`src/hw/rtl/assert_macros.svh`:
```
`ifndef ASSERT_MACROS_SVH
`define ASSERT_MACROS_SVH

// implication checked on every rising clock edge outside reset
`define SUST_ASSERT(label, prop) \
  label: assert property (@(posedge clk) disable iff (!rst_n) (prop)) \
    else $error("sust check failed");

// plain invariant checked on every rising clock edge outside reset
`define SUST_INVARIANT(label, expr) \
  label: assert property (@(posedge clk) disable iff (!rst_n) (expr)) \
    else $error("sust invariant failed");

`endif

```
`src/hw/rtl/sust_pkg.sv`:
```
package sust_pkg;

  localparam int CAPACITY   = 16;
  localparam int VALUE_BITS = 32;
  localparam int CNT_W      = $clog2(CAPACITY + 1);
  localparam int IDX_W      = (CAPACITY > 1) ? $clog2(CAPACITY) : 1;

  typedef enum logic [1:0] {
    CMD_INSERT = 2'd0,
    CMD_ERASE  = 2'd1,
    CMD_FIND   = 2'd2,
    CMD_CLEAR  = 2'd3
  } cmd_t;

  typedef enum logic [1:0] {
    ST_DONE      = 2'd0,
    ST_FOUND     = 2'd1,
    ST_NOT_FOUND = 2'd2,
    ST_FULL      = 2'd3
  } status_t;

  typedef enum logic [1:0] {
    OP_HOLD   = 2'd0,
    OP_INSERT = 2'd1,
    OP_ERASE  = 2'd2
  } cell_op_t;

  typedef logic [VALUE_BITS-1:0] elem_t;

  typedef struct packed {
    cell_op_t op;
    elem_t    key;
  } cell_ctrl_t;

  // low VALUE_BITS bits of the word sign-extended from bit 31
  function automatic elem_t to_elem(input logic [31:0] v);
    logic [63:0] w;
    w = {{32{v[31]}}, v};
    return w[VALUE_BITS-1:0];
  endfunction

endpackage

```
`src/hw/rtl/sorted_unique_set_table_top.sv`:
```
// sorted unique set table
// keeps up to CAPACITY distinct signed values in ascending order in a row
// of cells; every cell compares its entry with the command value at once
// and takes its own, a neighbor's entry or the command value on update
// in channel: in_tuser carries the command (insert, erase, find, clear),
// in_tdata the value; one word in gives exactly one result word
// out channel: out_tdata carries status, present, rank and element count
// latency: the result is valid in the cycle after the word is accepted
// throughput: one command per cycle, set by the single compare and shift
// step of the cell row; the next command sees the updated set at once
// reset (synchronous, rst_n low) empties the set and drops a pending result
// while the receiver stalls the result is held in the output register and
// in_tready stays low until it is taken
`include "assert_macros.svh"

module sorted_unique_set_table_top (
  input  logic        clk,
  input  logic        rst_n,
  input  logic        in_tvalid,
  output logic        in_tready,
  input  logic [31:0] in_tdata,   // [31:0] value
  input  logic [1:0]  in_tuser,   // [1:0] command
  output logic        out_tvalid,
  input  logic        out_tready,
  output logic [15:0] out_tdata   // [1:0] status, [2] present, [7:3] rank,
                                  // [12:8] element_count, [15:13] zero
);

  localparam int CAP   = sust_pkg::CAPACITY;
  localparam int CNT_W = sust_pkg::CNT_W;
  localparam int IDX_W = sust_pkg::IDX_W;

  logic [CNT_W-1:0]     held_cnt_r;
  logic [CNT_W-1:0]     held_cnt_nxt;
  logic                 out_valid_r;
  logic                 out_valid_nxt;
  logic [15:0]          out_data_r;
  logic [15:0]          out_data_nxt;
  logic                 accept;
  sust_pkg::cmd_t       cmd;
  sust_pkg::cell_ctrl_t ctrl;
  sust_pkg::elem_t      q_vec [CAP];
  logic [CAP-1:0]       lt_vec;
  logic [CAP-1:0]       eq_vec;
  logic [CAP-1:0]       occ_vec;
  logic                 hit;
  logic [IDX_W-1:0]     hit_idx;
  logic [CNT_W-1:0]     rank;
  logic                 full;
  sust_pkg::status_t    status;

  assign in_tready = !out_valid_r || out_tready;
  assign accept    = in_tvalid && in_tready;
  assign cmd       = sust_pkg::cmd_t'(in_tuser);
  assign full      = (held_cnt_r >= CNT_W'(CAP));

  always_comb begin
    hit_idx = '0;
    for (int i = 0; i < CAP; i++) begin
      occ_vec[i] = (CNT_W'(i) < held_cnt_r);
      if (eq_vec[i]) begin
        hit_idx = hit_idx | IDX_W'(i);
      end
    end
  end

  assign hit  = |eq_vec;
  assign rank = hit ? CNT_W'(hit_idx) : held_cnt_r;

  always_comb begin
    ctrl.key     = sust_pkg::to_elem(in_tdata);
    ctrl.op      = sust_pkg::OP_HOLD;
    held_cnt_nxt = held_cnt_r;
    status       = sust_pkg::ST_DONE;
    unique case (cmd)
      sust_pkg::CMD_INSERT: begin
        if (hit) begin
          status = sust_pkg::ST_FOUND;
        end else if (full) begin
          status = sust_pkg::ST_FULL;
        end else begin
          status = sust_pkg::ST_DONE;
          if (accept) begin
            ctrl.op      = sust_pkg::OP_INSERT;
            held_cnt_nxt = held_cnt_r + CNT_W'(1);
          end
        end
      end
      sust_pkg::CMD_ERASE: begin
        if (hit) begin
          status = sust_pkg::ST_DONE;
          if (accept) begin
            ctrl.op      = sust_pkg::OP_ERASE;
            held_cnt_nxt = held_cnt_r - CNT_W'(1);
          end
        end else begin
          status = sust_pkg::ST_NOT_FOUND;
        end
      end
      sust_pkg::CMD_FIND: begin
        status = hit ? sust_pkg::ST_FOUND : sust_pkg::ST_NOT_FOUND;
      end
      sust_pkg::CMD_CLEAR: begin
        status = sust_pkg::ST_DONE;
        if (accept) begin
          held_cnt_nxt = '0;
        end
      end
      default: status = sust_pkg::ST_DONE;
    endcase
  end

  always_comb begin
    out_valid_nxt = out_valid_r;
    out_data_nxt  = out_data_r;
    if (out_tready) begin
      out_valid_nxt = 1'b0;
    end
    if (accept) begin
      out_valid_nxt = 1'b1;
      out_data_nxt  = {3'b000, 5'(held_cnt_nxt), 5'(rank), hit, status};
    end
  end

  always_ff @(posedge clk) begin
    if (!rst_n) begin
      held_cnt_r  <= '0;
      out_valid_r <= 1'b0;
    end else begin
      held_cnt_r  <= held_cnt_nxt;
      out_valid_r <= out_valid_nxt;
    end
    out_data_r <= out_data_nxt;
  end

  assign out_tvalid = out_valid_r;
  assign out_tdata  = out_data_r;

  for (genvar i = 0; i < CAP; i++) begin : g_cell
    logic            left_lt;
    sust_pkg::elem_t left_q;
    sust_pkg::elem_t right_q;

    if (i == 0) begin : g_first
      assign left_lt = 1'b1;
      assign left_q  = ctrl.key;
    end else begin : g_mid
      assign left_lt = lt_vec[i-1];
      assign left_q  = q_vec[i-1];
    end

    if (i == CAP - 1) begin : g_last
      assign right_q = q_vec[i];
    end else begin : g_inner
      assign right_q = q_vec[i+1];
    end

    sust_cell u_cell (
      .clk     (clk),
      .ctrl    (ctrl),
      .occ     (occ_vec[i]),
      .left_lt (left_lt),
      .left_q  (left_q),
      .right_q (right_q),
      .q       (q_vec[i]),
      .lt      (lt_vec[i]),
      .eq      (eq_vec[i])
    );
  end

  `SUST_INVARIANT(a_cnt_bound, held_cnt_r <= CNT_W'(CAP))
  `SUST_INVARIANT(a_single_hit, $onehot0(eq_vec))
  `SUST_ASSERT(a_result_follows, accept |=> out_valid_r)
  `SUST_ASSERT(a_clear_empties, (accept && cmd == sust_pkg::CMD_CLEAR) |=> (held_cnt_r == '0))

endmodule

```
`src/hw/rtl/sust_cell.sv`:
```
module sust_cell (
  input  logic                 clk,
  input  sust_pkg::cell_ctrl_t ctrl,
  input  logic                 occ,
  input  logic                 left_lt,
  input  sust_pkg::elem_t      left_q,
  input  sust_pkg::elem_t      right_q,
  output sust_pkg::elem_t      q,
  output logic                 lt,
  output logic                 eq
);

  sust_pkg::elem_t q_r;
  sust_pkg::elem_t q_nxt;

  assign lt = occ && ($signed(q_r) < $signed(ctrl.key));
  assign eq = occ && (q_r == ctrl.key);
  assign q  = q_r;

  always_comb begin
    q_nxt = q_r;
    case (ctrl.op)
      sust_pkg::OP_INSERT: begin
        if (!lt) begin
          q_nxt = left_lt ? ctrl.key : left_q;
        end
      end
      sust_pkg::OP_ERASE: begin
        if (!lt) begin
          q_nxt = right_q;
        end
      end
      default: q_nxt = q_r;
    endcase
  end

  always_ff @(posedge clk) begin
    q_r <= q_nxt;
  end

endmodule

```
`config.mk`:
```
export PLATFORM = sky130hd
export DESIGN_NAME = sorted_unique_set_table_top
export DESIGN_NICKNAME = d
export VERILOG_FILES = /design/src/hw/rtl/sust_pkg.sv /design/src/hw/rtl/sorted_unique_set_table_top.sv /design/src/hw/rtl/sust_cell.sv
export VERILOG_INCLUDE_DIRS = /design/src /design/src/hw/rtl
export SDC_FILE = /design/constraint.sdc
export NUM_CORES = 2
export LEC_CHECK = 0
export ABC_CLOCK_PERIOD_IN_PS = 9200
export BUFFER_PORTS_ARGS = -buffer_cell sky130_fd_sc_hd__buf_4
export CAP_MARGIN = 20
export CORE_ASPECT_RATIO = 1.1
export CORE_MARGIN = 8
export CORE_UTILIZATION = 50
export DETAILED_ROUTE_END_ITERATION = 8
export PLACE_DENSITY = 0.66
export SYNTH_ARGS = -nofsm -noshare
export SYNTH_HDL_FRONTEND = slang
export SYNTH_SLANG_ARGS = --single-unit
```
`constraint.sdc`:
```
create_clock -name clk -period 9.2 [get_ports clk]
set_clock_uncertainty 0.2 [all_clocks]
set_input_delay 0.46 -clock clk [delete_from_list [all_inputs] [get_ports clk]]
set_output_delay 0.46 -clock clk [all_outputs]
set_load 0.03 [all_outputs]
```
* After elaboration in Yosys (flattened, before gate mapping)
Cells that the tools add are included.
** Storage, ports and cells
- Bits in registers :: 531
- Bits of input ports :: 38
- Logic and storage cells :: 258
** Cells by class
- $add $sub $neg :: 2
- Order comparisons :: 33
- Equal/unequal tests :: 51
- Multiplexer cells :: 96
- Bitwise gates (word level) :: 1
- Reduce and logical (&&, ||, !) cells :: 55
** Operators by type and width (count)
- two-way mux 32 bit :: 45
- case mux 32 bit (2 select lines) :: 15
- == test 32 bit :: 16
- less-than comparator 32 bit :: 16
- != test 2 bit (second input constant) :: 30
- AND reduction 3 bit :: 15
- less-than comparator 4 x 5 -> 1 bit (first input constant) :: 8
- two-way mux 4 bit :: 9
- logical AND 1 bit :: 33
- two-way mux 5 bit :: 6
- less-than comparator 3 x 5 -> 1 bit (first input constant) :: 4
- two-way mux 2 bit :: 8
- OR reduction 16 bit :: 1
- case mux 5 bit (3 select lines) :: 1
- two-way mux 3 bit :: 4
- less-than comparator 1 x 5 -> 1 bit (first input constant) :: 2
- less-than comparator 2 x 5 -> 1 bit (first input constant) :: 2
- case mux 2 bit (4 select lines) :: 1
- == test 2 bit (second input constant) :: 3
- two-way mux 1 bit :: 6
- adder 5 x 1 -> 5 bit (second input constant) :: 1
- >= comparator 5 bit (second input constant) :: 1
- subtractor 5 x 1 -> 5 bit (second input constant) :: 1
- == test 2 x 1 -> 1 bit (second input constant) :: 2
- 7 further kinds :: 8

* Depth between registers and ports, before layout
- Depth in word-level cells :: 18
- Gate-level depth with buffers :: 18
- Gate-level depth less buffers :: 14

* Modules after synthesis
From an unflattened synthesis, not the netlist that was laid out.
** Second synthesis, totals
- Cell total of the unflattened synthesis :: 4348
- Area, all modules :: 41085.7 um^2
** Modules (own cells, without submodules)
- sust_cell :: times used 16, cells each 262, area each 2484.9 um^2, sequential area each 960.9 um^2
- sorted_unique_set_table_top :: times used 1, cells each 156, area each 1327.5 um^2, sequential area each 510.5 um^2

* Worst setup path before layout
OpenSTA, ideal clock, no wires.
- Path kind :: input -> register
- From :: input in_tdata[21]
- To :: register g_cell[0].u_cell.q_r[0], enable pin
- Setup time :: 0.432 ns
- Arrival time :: 5.389 ns
- Data required time :: 8.568 ns
- Slack :: 3.180 ns
- Stages on the path :: 17
- Buffers on the path :: 5
- Cells stage by stage :: inv_1 -> ha_1 -> and4_1 -> and4bb_2 -> nand4_1 -> o31ai_1 -> or4_4 -> buf_6 -> nor2_8 -> nand2_1 -> ha_1 -> clkbuf_1 -> clkbuf_1 -> clkbuf_1 -> or2_2 -> buf_1 -> a21oi_1
** Between the ends
- Word-level cells in the longest chain between the ends :: 8
- Elaborated cells on any way between the ends :: 44
** RTL lines
- start: declaration :: RTL line sorted_unique_set_table_top.sv:21 : input logic [31:0] in_tdata,
- == test 32 bit :: RTL line sust_cell.sv:17 : assign eq = occ && (q_r == ctrl.key);
- logical AND 1 bit :: RTL line sust_cell.sv:17
- OR reduction 16 bit :: RTL line sorted_unique_set_table_top.sv:67 : assign hit = |eq_vec;
- two-way mux 2 bit or two-way mux 1 bit (tied branches) :: RTL line sorted_unique_set_table_top.sv:90, sorted_unique_set_table_top.sv:77
- case mux 2 bit (2 select lines) :: RTL line sorted_unique_set_table_top.sv:75 : unique case (cmd)
- == test 2 bit or == test 2 x 1 -> 1 bit (tied branches) :: RTL line sust_cell.sv:22 : case (ctrl.op)
- != test 2 bit (no line) or nonzero test 2 bit (tied branches)
- AND reduction 3 bit (no line) (*)
- end signal: assignment :: RTL line sust_cell.sv:38 : q_r <= q_nxt;
- end: declaration :: RTL line sust_cell.sv:13 : sust_pkg::elem_t q_r;
Mark *: on every way between the ends. The rest lies on a longest branch, timed or not.
A chain may end at the register's enable or synchronous reset.

* Worst setup path after layout
- From :: input in_tdata[26]
- To :: register g_cell[14].u_cell.q_r[25] (data pin)
** Between the ends
- Word-level cells in the longest chain between the ends :: 7
- Elaborated cells on any way between the ends :: 43
** RTL lines
- == test 32 bit :: RTL line sust_cell.sv:17
- logical AND 1 bit :: RTL line sust_cell.sv:17
- OR reduction 16 bit :: RTL line sorted_unique_set_table_top.sv:67
- two-way mux 2 bit or two-way mux 1 bit (tied branches) :: RTL line sorted_unique_set_table_top.sv:90, sorted_unique_set_table_top.sv:77
- case mux 2 bit (2 select lines) :: RTL line sorted_unique_set_table_top.sv:75
- == test 2 bit or == test 2 x 1 -> 1 bit (tied branches) :: RTL line sust_cell.sv:22
- case mux 32 bit (2 select lines) (*) :: RTL line sust_cell.sv:22
- via g_cell[14].u_cell.q_nxt[25] :: RTL line sust_cell.sv:14 : sust_pkg::elem_t q_nxt;
- end signal: assignment :: RTL line sust_cell.sv:38
- end: declaration :: RTL line sust_cell.sv:13
The timed path passes the listed nets; every way through them passes the cells marked *. The select of a mux whose other input is x is not followed.

==> results.ini <==
[drt]
antenna_left = 0
wire_per_inst_um = 37.10
drt_iter0_markers = 4786
vias_per_cell = 7.342
totalWireLength_um = 167800
dr.pass1.iters = 8
vias = 33194
drc_errors = 0

[timing]
max_freq_ghz = 0.1468
finalMaxSlewViolations = 0
final_hold_viol_count = 0
worst_slew_pin_slew_ps = 1274
rsz0062_at_grt = false
fin_crit_sh = 0.7407
finalCriticalPeriod_ps = 6814
setup-violations-final = 0
setup_tns_ps = 0
slew_headroom = 0.1430

[floorplan]
die_w_um = 280.5
start_util = 0.5055
core_um2 = 76130
die_h_um = 307.0
boundaryPins = 56
rows = 106
dieArea_um2 = 86110

[setup_path]
required_ps = 9400
crit_path_frequent_cell = nor3_1
end_kind = flip-flop
critPathKind = input pin to flip-flop
critPathMaxStageDelay_ps = 840
crit_chain = dlygate4sd3_1, buf_4, inv_1, ha_1, nand4_1, or4_1, nor3_1, a32o_1, nor4_1, and2_1, nor3_1, ha_4, buf_12, nor2_1, a221o_1
crit_end = g_cell[14].u_cell.q[25]
critical_path.top_delay_family = simple AND/OR/NAND/NOR gates
cp_max_fo = 228
crit_cells = 15
cp-startpoint = in_tdata[26]
r2r_cells = 12
worstReg2RegEnd = g_cell[14].u_cell.q[25]
rr_startpoint = g_cell[5].u_cell.q[26]
startpoint_type = input pin
ff2ff_setup_slack_ps = 2970
cp.arrival_ps = 7020
crit_buf_inv = 4
cpMaxStageDelayCell = or4_1

[clock_network]
cts_tree = built
clk_latency_ps = 660
ctsLongestPathBuffers = 3
htreeDepth = 2
clk_pin_slew_worst_paths_ps = 70
cts_setup_buffers = 0
cts.sinks = 531
cts-buffers-inserted = 60
clockRootBuffer = clkbuf_16
cts_repair_resize_count = 0

[synthesis]
yosysSeqAreaShare = 0.4128
syn_area_um2 = 38480
async_flop_share = 0
yosysTopAreaCell = edfxtp_1
synth.distinct_cells = 74
syn_avg_cell_area_um2 = 11.10
synthCells = 3467
synth_ff_type = edfxtp_1
ys_top_cells_by_area = edfxtp_1 (41%), ha_1 (17%), a221o_1 (6.6%)
yosys.area.top_type_share = 0.4096
synth_edf_count = 525
synth-warning-count = 0
synth_seq_cells = 531

[pwr]
ir_drop_mv = 0.1593
powerDensity_nw_per_um2 = 142.7
leakage_nw = 17.47

[run_status]
status = completed

[min_path]
worstHoldPathType = input pin to flip-flop

[global_routing]
overflow = 0
grt_pass1_wl_um = 235100
grt_usage = 0.3763
grt_pass1_vias = 32005
grt_start_max_net_pins = 229
antenna_found_initial = 1

[cells_and_area]
final_nets = 3999
n_fill_cell = 6618
drive_gt1_frac = 0.08417
mostFrequentLayoutCells = edfxtp_1 (525), ha_1 (517), nand2_1 (255)
final_common_cell = edfxtp_1
syn_to_final_growth_pct = 9.620
final_area_um2 = 42190

[place]
placed_cell_area_um2 = 40040
port_buffers = 52
place_congestion = 1.046
post-dp-hpwl_um = 114800

[job]
max_cap_violations = 0

[worst min path at each step]
stage | slack (ps) | end | start | depth (start not counted)
after floorplan | 320 | g_cell[7].u_cell.q[0] | g_cell[8].u_cell.q[0] | 2
after global placement | 310 | out_tvalid | out_tvalid | 2
after detailed placement | 320 | out_tvalid | out_tvalid | 2
after CTS | 2 | g_cell[15].u_cell.q[20] | in_tdata[20] | 2
after global routing | 20 | g_cell[15].u_cell.q[20] | in_tdata[20] | 2
final | 40 | g_cell[15].u_cell.q[1] | in_tdata[1] | 2
[state kept, by name, indices dropped and copies added, names as in the netlist]
signal / count
g_cell.u_cell.q: 512
held_cnt_r: 5
out_tdata: 13
out_tvalid: 1
[metrics by stage]
stage	total power, mW	hold WS (ps)	util	setup slack (ps)	std cells
final	6.022	38.22	0.5542	2386	4521
after global routing	6.166	24.30	0.5541	2144	4520
after CTS	6.010	1.959	0.5538	2629	4515
after detailed placement	3.583	316.5	0.5259	2581	4383
after global placement	3.562	312.7	0.5259	2672	4383
after floorplan	3.251	321.9	-	3180	3469
[timing repair]
action	CTS	global route
setup endpoints to repair	0	0
endpoints found under the hold margin	22	0
hold buffers	20	0
[cells by family (layout without fill, tap and decap cells)]
family / Yosys count / count (layout) / synth area share
buffers and inverters: 290 / 314 / 0.03079
AO/OA/AOI/OAI: 970 / 970 / 0.1815
other: 1 / 5 / 0.00009744
AND/OR/NAND/NOR: 925 / 925 / 0.1450
multiplexers: 232 / 232 / 0.06141
flip-flops: 531 / 531 / 0.4128
adder cells (fa/ha/maj): 518 / 518 / 0.1684
[cell usage after synthesis, types with 5 or more instances]
cell / number
edfxtp_1: 525
mux2_2: 33
nand2b_1: 11
nand4_1: 139
inv_1: 67
a311oi_1: 5
nand3_1: 19
nor3_1: 21
a41oi_1: 6
a211oi_1: 22
o21ai_0: 249
mux2i_1: 199
nor4b_1: 191
nand2_1: 255
a21o_1: 194
o211a_1: 5
and4_1: 7
nor2b_1: 30
clkbuf_1: 167
dfxtp_1: 6
nand3b_1: 5
ha_1: 518
or2_2: 8
and4b_1: 33
a221o_1: 252
buf_2: 47
or3_1: 7
or2_1: 6
a31oi_1: 7
nor3b_1: 36
nor4_1: 34
nor2_1: 101
o211ai_1: 19
o31ai_1: 5
a21oi_1: 153
o2111ai_1: 5
o21a_1: 20
[metal layers]
| layer | wire [um] | track usage |
|---|---|---|
| met5 | 0 | 0 |
| met4 | 16030 | 0.2894 |
| met3 | 16760 | 0.07758 |
| met2 | 71680 | 0.5645 |
| met1 | 63290 | 0.4731 |
[area by class of cell]
class	instances	area [um2]	share of cell area
Tap cell	1026	1284	0.03043
Clock buffer	72	1568	0.03716
Multi-Input combinational cell	2648	21730	0.5152
Clock inverter	40	352.8	0.008364
Timing Repair Buffer	135	1106	0.02622
Sequential cell	531	15890	0.3765
Antenna cell	2	5.005	0.0001186
Inverter	67	251.5	0.005961
[power breakdown]
group          total (mW)  leakage (nW)  switching [mW]  internal (mW)
combinational       0.774          11.7           0.506          0.268
sequential           2.80          4.87          0.0712           2.73
clock                2.45         0.954            1.08           1.38
Power figures use the tool's default switching activity.
